<file path="config.mk">
export PLATFORM = sky130hd
export DESIGN_NAME = radix_digit_converter
export DESIGN_NICKNAME = d
export VERILOG_FILES = /design/src/sv/rdc_pkg.sv /design/src/sv/rdc_fifo.sv /design/src/sv/rdc_front.sv /design/src/sv/rdc_back.sv /design/src/sv/radix_digit_converter.sv
export SDC_FILE = /design/constraint.sdc
export NUM_CORES = 1
export LEC_CHECK = 0
export BUFFER_PORTS_ARGS = -buffer_cell sky130_fd_sc_hd__buf_2
export CORE_ASPECT_RATIO = 0.7
export CORE_MARGIN = 2
export CORE_UTILIZATION = 45
export DETAILED_ROUTE_END_ITERATION = 16
export GPL_TIMING_DRIVEN = 0
export HOLD_SLACK_MARGIN = 0.02
export PLACE_DENSITY = 0.68
export SYNTH_ARGS = -nofsm -noshare
export SYNTH_HDL_FRONTEND = slang
export SYNTH_HIERARCHICAL = 1
export SYNTH_SLANG_ARGS = --single-unit
</file>
<file path="constraint.sdc">
create_clock -name clk -period 24.3 [get_ports clk]
set_input_delay 4.86 -clock clk [delete_from_list [all_inputs] [get_ports clk]]
set_output_delay 4.86 -clock clk [all_outputs]
set_load 0.01 [all_outputs]
</file>
<file path="src/sv/rdc_pkg.sv">
// rdc_pkg: shared widths, beat types and the digit glyph function of the
// radix digit converter. No dependencies.

package rdc_pkg;

	localparam int VALUE_W     = 63;
	localparam int BASE_W      = 5;
	localparam int RADIX_W     = 5;
	localparam int DIGIT_W     = 4;
	localparam int CHAR_W      = 7;
	localparam int DIV_W       = 64;
	localparam int STEP_BITS   = 8;
	localparam int DIV_STEPS   = DIV_W / STEP_BITS;
	localparam int STEP_CNT_W  = $clog2(DIV_STEPS);

	localparam logic [BASE_W-1:0]  BASE_MIN      = BASE_W'(2);
	localparam logic [BASE_W-1:0]  BASE_MAX      = BASE_W'(16);
	localparam logic [RADIX_W-1:0] RADIX_DEFAULT = RADIX_W'(10);
	localparam logic [DIGIT_W-1:0] DIGIT_TEN     = DIGIT_W'(10);
	localparam logic [CHAR_W-1:0]  CHAR_ZERO     = CHAR_W'(48);
	localparam logic [CHAR_W-1:0]  CHAR_A        = CHAR_W'(65);

	typedef struct packed {
		logic [VALUE_W-1:0] value;
		logic [RADIX_W-1:0] radix;
	} job_t;

	typedef struct packed {
		logic [CHAR_W-1:0] digit_char;
		logic              last_digit;
	} digit_t;

	typedef struct packed {
		logic busy;
		logic dividing;
	} back_status_t;

	function automatic logic [CHAR_W-1:0] digit_glyph(input logic [DIGIT_W-1:0] d);
		logic [DIGIT_W-1:0] off;
		off = d - DIGIT_TEN;
		if (d < DIGIT_TEN) begin
			digit_glyph = CHAR_ZERO + CHAR_W'(d);
		end else begin
			digit_glyph = CHAR_A + CHAR_W'(off);
		end
	endfunction

endpackage

</file>
<file path="src/sv/rdc_fifo.sv">
// rdc_fifo: small register queue with push/full and pop/empty sides.
// No dependencies.

module rdc_fifo #(
	parameter int WIDTH = 8,
	parameter int DEPTH = 2
) (
	input  logic             clk,
	input  logic             arst_n,
	input  logic             push,
	output logic             full,
	input  logic [WIDTH-1:0] wdata,
	input  logic             pop,
	output logic             empty,
	output logic [WIDTH-1:0] rdata
);

	localparam int PTR_W = (DEPTH > 1) ? $clog2(DEPTH) : 1;
	localparam int CNT_W = $clog2(DEPTH + 1);

	logic [WIDTH-1:0] mem_q [DEPTH];
	logic [PTR_W-1:0] wptr_q;
	logic [PTR_W-1:0] rptr_q;
	logic [CNT_W-1:0] cnt_q;
	logic             do_push;
	logic             do_pop;

	assign full    = (cnt_q == CNT_W'(DEPTH));
	assign empty   = (cnt_q == '0);
	assign do_push = push && !full;
	assign do_pop  = pop && !empty;
	assign rdata   = mem_q[rptr_q];

	always_ff @(posedge clk or negedge arst_n) begin
		if (!arst_n) begin
			wptr_q <= '0;
			rptr_q <= '0;
			cnt_q  <= '0;
		end else begin
			if (do_push) begin
				wptr_q <= (wptr_q == PTR_W'(DEPTH - 1)) ? '0 : wptr_q + PTR_W'(1);
			end
			if (do_pop) begin
				rptr_q <= (rptr_q == PTR_W'(DEPTH - 1)) ? '0 : rptr_q + PTR_W'(1);
			end
			if (do_push && !do_pop) begin
				cnt_q <= cnt_q + CNT_W'(1);
			end else if (do_pop && !do_push) begin
				cnt_q <= cnt_q - CNT_W'(1);
			end
		end
	end

	always_ff @(posedge clk) begin
		if (do_push) begin
			mem_q[wptr_q] <= wdata;
		end
	end

endmodule

</file>
<file path="src/sv/rdc_front.sv">
// rdc_front: base register, radix selection and the job queue feeding the back end.
// Depends on rdc_pkg and rdc_fifo.

module rdc_front
	import rdc_pkg::*;
(
	input  logic               clk,
	input  logic               arst_n,
	input  logic               cfg_valid,
	output logic               cfg_ready,
	input  logic [BASE_W-1:0]  base_setting,
	input  logic               push,
	output logic               full,
	input  logic [VALUE_W-1:0] value,
	output logic               job_valid,
	input  logic               job_pop,
	output job_t               job
);

	logic [BASE_W-1:0] base_q;
	job_t              job_in;
	logic              job_empty;

	assign cfg_ready = 1'b1;

	always_ff @(posedge clk or negedge arst_n) begin
		if (!arst_n) begin
			base_q <= BASE_W'(RADIX_DEFAULT);
		end else if (cfg_valid && cfg_ready) begin
			base_q <= base_setting;
		end
	end

	// out-of-range bases fall back to ten
	always_comb begin
		job_in.value = value;
		if (base_q < BASE_MIN || base_q > BASE_MAX) begin
			job_in.radix = RADIX_DEFAULT;
		end else begin
			job_in.radix = RADIX_W'(base_q);
		end
	end

	rdc_fifo #(
		.WIDTH($bits(job_t)),
		.DEPTH(2)
	) u_job_fifo (
		.clk   (clk),
		.arst_n(arst_n),
		.push  (push),
		.full  (full),
		.wdata (job_in),
		.pop   (job_pop),
		.empty (job_empty),
		.rdata (job)
	);

	assign job_valid = !job_empty;

endmodule

</file>
<file path="src/sv/rdc_back.sv">
// rdc_back: repeated division by the radix, digit memory and most-significant-first emission.
// Depends on rdc_pkg.

module rdc_back
	import rdc_pkg::*;
#(
	parameter int MAX_DIGITS = 64
) (
	input  logic         clk,
	input  logic         arst_n,
	input  logic         job_valid,
	output logic         job_pop,
	input  job_t         job,
	output logic         out_push,
	input  logic         out_full,
	output digit_t       out_beat,
	output back_status_t status
);

	localparam int CNT_W = $clog2(MAX_DIGITS + 1);
	localparam int IDX_W = $clog2(MAX_DIGITS);

	typedef enum logic [3:0] {
		S_IDLE = 4'b0001,
		S_DIV  = 4'b0010,
		S_READ = 4'b0100,
		S_SEND = 4'b1000
	} state_t;

	state_t                  state_q;
	logic [STEP_CNT_W-1:0]   step_q;
	logic [CNT_W-1:0]        cnt_q;
	logic [DIV_W-1:0]        rest_q;
	logic [DIGIT_W-1:0]      rem_q;
	logic [RADIX_W-1:0]      radix_q;
	logic [DIGIT_W-1:0]      rd_q;
	logic [DIGIT_W-1:0]      digit_mem_q [MAX_DIGITS];

	logic [STEP_BITS-1:0]    chunk;
	logic [STEP_BITS-1:0]    quo;
	logic [RADIX_W-1:0]      trial;
	logic [DIGIT_W-1:0]      rem_next;
	logic [DIV_W-1:0]        rest_next;
	logic [CNT_W-1:0]        cnt_inc;
	logic [CNT_W-1:0]        cnt_dec;
	logic                    digit_done;
	logic                    more_digits;

	// eight restoring steps per cycle, dividend bits leave the top, quotient bits enter below
	always_comb begin
		chunk    = rest_q[DIV_W-1 -: STEP_BITS];
		quo      = '0;
		rem_next = rem_q;
		trial    = '0;
		for (int i = STEP_BITS - 1; i >= 0; i--) begin
			trial = {rem_next, chunk[i]};
			if (trial >= radix_q) begin
				quo[i] = 1'b1;
				trial  = trial - radix_q;
			end
			rem_next = trial[DIGIT_W-1:0];
		end
		rest_next = {rest_q[DIV_W-STEP_BITS-1:0], quo};
	end

	assign cnt_inc     = cnt_q + CNT_W'(1);
	assign cnt_dec     = cnt_q - CNT_W'(1);
	assign digit_done  = (state_q == S_DIV) && (step_q == STEP_CNT_W'(DIV_STEPS - 1));
	assign more_digits = (rest_next != '0) && (cnt_inc < CNT_W'(MAX_DIGITS));

	assign job_pop  = (state_q == S_IDLE) && job_valid;
	assign out_push = (state_q == S_SEND) && !out_full;

	assign out_beat.digit_char = digit_glyph(rd_q);
	assign out_beat.last_digit = (cnt_q == '0);

	assign status.busy     = (state_q != S_IDLE);
	assign status.dividing = (state_q == S_DIV);

	always_ff @(posedge clk or negedge arst_n) begin
		if (!arst_n) begin
			state_q <= S_IDLE;
			step_q  <= '0;
			cnt_q   <= '0;
		end else begin
			unique case (state_q)
				S_IDLE: begin
					if (job_valid) begin
						step_q  <= '0;
						cnt_q   <= '0;
						state_q <= S_DIV;
					end
				end
				S_DIV: begin
					step_q <= step_q + STEP_CNT_W'(1);
					if (digit_done) begin
						cnt_q <= cnt_inc;
						if (!more_digits) begin
							state_q <= S_READ;
						end
					end
				end
				S_READ: begin
					cnt_q   <= cnt_dec;
					state_q <= S_SEND;
				end
				S_SEND: begin
					if (!out_full) begin
						state_q <= (cnt_q == '0) ? S_IDLE : S_READ;
					end
				end
				default: begin
					state_q <= S_IDLE;
				end
			endcase
		end
	end

	always_ff @(posedge clk) begin
		if (job_pop) begin
			rest_q  <= {1'b0, job.value};
			rem_q   <= '0;
			radix_q <= job.radix;
		end else if (state_q == S_DIV) begin
			rest_q <= rest_next;
			rem_q  <= digit_done ? '0 : rem_next;
		end
	end

	always_ff @(posedge clk) begin
		if (digit_done) begin
			digit_mem_q[cnt_q[IDX_W-1:0]] <= rem_next;
		end
		if (state_q == S_READ) begin
			rd_q <= digit_mem_q[cnt_dec[IDX_W-1:0]];
		end
	end

endmodule

</file>
<file path="src/sv/radix_digit_converter.sv">
// radix_digit_converter: one value in, its digits out most significant first.
// The first digit leaves only after all digits of the value are divided out.
// One value is converted at a time; the next job is taken after the last digit is sent,
// at a pace set by the 8-bit-per-cycle remainder divider and the digit memory read port.
// Reset: arst_n clears all queues and the sequencer, base register returns to ten.
// Depends on rdc_pkg, rdc_fifo, rdc_front and rdc_back.

module radix_digit_converter
	import rdc_pkg::*;
#(
	parameter int MAX_DIGITS = 64
) (
	input  logic               clk,
	input  logic               arst_n,
	input  logic               cfg_valid,
	output logic               cfg_ready,
	input  logic [BASE_W-1:0]  base_setting,
	input  logic               push,
	output logic               full,
	input  logic [VALUE_W-1:0] value,
	output logic               empty,
	input  logic               pop,
	output logic [CHAR_W-1:0]  digit_char,
	output logic               last_digit
);

	logic         job_valid;
	logic         job_pop;
	job_t         job;
	logic         out_push;
	logic         out_full;
	digit_t       out_beat;
	digit_t       out_head;
	back_status_t status;

	rdc_front u_front (
		.clk         (clk),
		.arst_n      (arst_n),
		.cfg_valid   (cfg_valid),
		.cfg_ready   (cfg_ready),
		.base_setting(base_setting),
		.push        (push),
		.full        (full),
		.value       (value),
		.job_valid   (job_valid),
		.job_pop     (job_pop),
		.job         (job)
	);

	rdc_back #(
		.MAX_DIGITS(MAX_DIGITS)
	) u_back (
		.clk      (clk),
		.arst_n   (arst_n),
		.job_valid(job_valid),
		.job_pop  (job_pop),
		.job      (job),
		.out_push (out_push),
		.out_full (out_full),
		.out_beat (out_beat),
		.status   (status)
	);

	rdc_fifo #(
		.WIDTH($bits(digit_t)),
		.DEPTH(2)
	) u_out_fifo (
		.clk   (clk),
		.arst_n(arst_n),
		.push  (out_push),
		.full  (out_full),
		.wdata (out_beat),
		.pop   (pop),
		.empty (empty),
		.rdata (out_head)
	);

	assign digit_char = out_head.digit_char;
	assign last_digit = out_head.last_digit;

`ifndef SYNTHESIS
	a_pop_has_job: assert property (@(posedge clk) disable iff (!arst_n)
		job_pop |-> job_valid)
		else $error("back end took a job from an empty queue");

	a_pop_starts_work: assert property (@(posedge clk) disable iff (!arst_n)
		job_pop |=> (status.busy && status.dividing))
		else $error("job taken but division did not start");

	a_push_legal: assert property (@(posedge clk) disable iff (!arst_n)
		out_push |-> (status.busy && !status.dividing && !out_full))
		else $error("digit beat pushed outside emission or into a full queue");

	a_last_ends_job: assert property (@(posedge clk) disable iff (!arst_n)
		(out_push && out_beat.last_digit) |=> !status.busy)
		else $error("back end still busy after the last digit");
`endif

endmodule
</file>
==> key figures <==
Logic synthesis
  – Post-synth ARST share: 0.0527
  – Synthesis-stage register bit count: ~500
  – Post-Syn Area: 22400 um^2
  – Synth unique cells: 80
  – Mux contribution to synthesized area: 0.117
  – Largest family of logic cells by synthesized area: multiplexers
  – Number of synthesized flops with an enable pin: 480
  – Synth Area per Inst: 14.9 um^2
  – Complex-gate fraction of the synthesized area: 0.0399
  – Post-Synth Adder-Cell Area: 0.0339
  – Post-Synthesis Cells: around 1.5k
  – Post-synthesis sequential area ratio: 0.677
  – Most used DFF post-synth: edfxtp_1
  – Post-Synth Simple-Gate Area: 0.0963
  – Total number of yosys warnings: 6
  – Post-Synth XOR/XNOR Area: 0.0137
  – Net count after synthesis: about 1.6k

Global route
  – Initial antenna violation count: 1
  – Vias in the first global route: 12.7k
  – Pin count of the biggest net entering global routing: 66
  – First-pass GRT wire length: about 74000 um
  – Tot GR Track Use: 0.186
  – Total grt overflow: 0

Routing
  – ANT nets after route: 0
  – Avg Vias per Cell: between 5 and 6
  – DR pass1 iterations: 6
  – Drt total wl: approximately 48000 um
  – Remaining DRCs: 0
  – First DRT Iteration DRCs: ~1.3k
  – DR WL/cell: ~20 um
  – Via count: approximately 13k

STA
  – Fin. Hold Viols: 0
  – Setup_tns: 0 ps
  – Headroom to the max-slew limit: 0.152
  – RSZ-0062 raised after global routing: false
  – Tightest Pin Transition: ~1300 ps
  – Setup ws final: around 11000 ps
  – Max-slew violations: 0
  – Worst Hold Margin: 495 ps
  – Setup-failing EPs final: 0
  – Final Skew: ~23 ps
  – Period utilization: 0.531
  – Post-layout min period: between 10000 and 15000 ps
  – FMAX: approximately 78 MHz

Floorplanning
  – Die height: roughly 190 um
  – Site Rows: slightly below 70
  – Initial core utilization: 0.456
  – Core area: between 40000 and 50000 um^2
  – Io pins: between 80 and 90
  – Chip width: 271 um
  – Die ar.: 51700 um^2

Clock network
  – CTS Buffer Depth: 3
  – H-tree Lvls: 2
  – CTS tree: yes
  – Hold Buf Count CTS: 0
  – CTS resizes: 0
  – Worst-Skew Late Latency: roughly 600 ps
  – Clock root buffer: clkbuf_16
  – Clock-pin slew on the worst setup and hold paths: 60 ps
  – Sink Count: 512
  – Post-CTS Setup Repair Bufs: 0
  – TritonCTS Buffers: between 40 and 50

Setup path
  – Setup Crit Path Kind: reg -> reg
  – Worst-path fanout max: 64
  – R2r endpoint: u_back/digit_mem_q[53][2]$_DFFE_PP_
  – Setup crit end kind: register
  – Critical path launch point type: register
  – R2r worst-path depth: 44
  – Worst EP arrival: 13090 ps
  – Worst path max stage delay: ~1100 ps
  – Reg-to-Reg Start: u_back/radix_q[1]$_DFFE_PP_
  – Most used cell, CP: ha_1
  – Slowest-stage cell, CP: mux2_2
  – Crit path required time: between 20000 and 25000 ps
  – R2R Setup Slk: 11400 ps

Layout
  – Layout cell share with drive strength beyond 1: 0.217
  – Synth-to-layout area growth: 12.9%
  – Layout Utilization: 0.515
  – Fin nets: roughly 1.8k

Job
  – Max cap viols: 0

Worst hold path
  – Min-Delay Startpoint: u_back/rest_q[63]$_SDFFE_PP0P_
  – Hold path cells: 2
  – Path category of the worst min-delay check: reg -> reg
  – Hold path endpoint: u_back/rest_q[63]$_SDFFE_PP0P_

Placed design
  – Post-Place Setup Slack: 11460 ps
  – Port buffer count: slightly above 80
  – Gp weighted congestion: slightly below 0.9
  – Dpl hpwl: 33300 um

Run status
  – Status: finished, final reports clean
[cell families after synthesis]
logic type,Yosys count
AND/OR/NAND/NOR,490
buffers and inverters,109
other,1
multiplexers,167
XOR/XNOR,35
adder cells (fa/ha/maj),56
flip-flops,512
AO/OA/AOI/OAI,132
[cell usage in the layout (no fill, tap or decap), drive strengths merged, types with 7 or more instances in the layout]
master	n
edfxtp	480
nand2	257
buf	123
nor2	110
mux2	92
clkbuf	87
mux4	64
ha	48
inv	45
nand3	35
a21oi	34
o21ai	31
dfrtp	24
xnor2	23
clkinv	23
nor4	17
a21o	16
nand4	12
xor2	12
mux2i	11
nand2b	10
nor3	10
fa	8
a31oi	7
and3	7
[registers in the layout, summed over array words and instances, names as in the netlist, 4 cells and up]
| name | count |
|---|---|
| u_front/u_job_fifo/mem_q | 136 |
| u_front/base_q | 5 |
| u_back/rem_q | 4 |
| u_out_fifo/mem_q | 16 |
| u_back/state_q | 4 |
| u_back/radix_q | 5 |
| u_back/digit_mem_q | 256 |
| u_back/cnt_q | 7 |
| u_back/rd_q | 4 |
| u_back/rest_q | 64 |
[per-stage QoR]
step	std cells	instance area [um^2]
final	2345	25400
after global placement	2249	23700
after detailed placement	2254	23800
after floorplan	1502	22400
after global routing	2344	25400
after CTS	2344	25400
[per-layer routing]
metal  wire length, um  vias to the layer above  track usage
li1                  -                     5936            -
met1             22500                     6426        0.291
met2             20100                      506        0.262
met3              4440                       52       0.0432
met4               698                        0       0.0395
met5                 0                        -            0
[worst max path at each step]
stage	cells past startpoint	slack, ps	from	end
5_1_grt	43	10420	u_back/radix_q[1]$_DFFE_PP_	u_back/digit_mem_q[53][2]$_DFFE_PP_
3_5_place_dp	44	11460	u_back/radix_q[1]$_DFFE_PP_	u_back/digit_mem_q[52][3]$_DFFE_PP_
3_3_place_gp	43	8360	u_back/radix_q[1]$_DFFE_PP_	u_back/digit_mem_q[40][0]$_DFFE_PP_
2_1_floorplan	45	12520	u_back/radix_q[1]$_DFFE_PP_	u_back/digit_mem_q[0][0]$_DFFE_PP_
6_report	44	11400	u_back/radix_q[1]$_DFFE_PP_	u_back/digit_mem_q[53][2]$_DFFE_PP_
4_1_cts	44	11410	u_back/radix_q[1]$_DFFE_PP_	u_back/digit_mem_q[18][2]$_DFFE_PP_
[cell usage after synthesis, types with 6 or more instances]
library cell / instances / share of area
inv_1: 41 / 0.0069
a21o_1: 16 / 0.0054
buf_2: 22 / 0.0049
o21ai_0: 9 / 0.0020
mux2_2: 68 / 0.034
nor2_1: 109 / 0.018
xnor2_1: 23 / 0.0090
xor2_1: 12 / 0.0047
clkbuf_1: 28 / 0.0047
o21ai_1: 18 / 0.0040
nor3_1: 8 / 0.0018
edfxtp_1: 480 / 0.64
ha_1: 48 / 0.027
mux4_2: 64 / 0.064
buf_1: 6 / 0.0010
fa_1: 8 / 0.0071
nand2b_1: 10 / 0.0028
nand2_1: 256 / 0.043
nor4_1: 16 / 0.0045
mux2_1: 12 / 0.0060
mux2_4: 12 / 0.0080
nand4_1: 12 / 0.0033
nand3_1: 35 / 0.0078
and3_1: 6 / 0.0017
mux2i_1: 10 / 0.0045
or3_1: 6 / 0.0017
dfrtp_1: 24 / 0.027
a21oi_1: 33 / 0.0074
a31oi_1: 7 / 0.0020
[critical path: cells and delay by family (launching register included)]
kind / cells / cell delay (ps)
buffers and inverters: 5 / 1070
AND/OR/NAND/NOR: 4 / 790
multiplexers: 4 / 2230
adder cells (fa/ha/maj): 8 / 2580
flip-flops: 1 / 700
AO/OA/AOI/OAI: 23 / 5040
[cell type report]
| cell class | count | area [um^2] |
|---|---|---|
| antenna | 1 | 2.50 |
| buffer | 65 | 325 |
| clock buffer | 59 | 1260 |
| clock inverter | 31 | 267 |
| fill | 4028 | 23900 |
| inverter | 44 | 168 |
| multi-input combinational | 881 | 6790 |
| sequential | 512 | 15200 |
| tap | 665 | 832 |
| timing repair buffer | 87 | 518 |
Power is not shown: default switching activity piles up to over one toggle a cycle in this logic, so the estimate is an artifact.
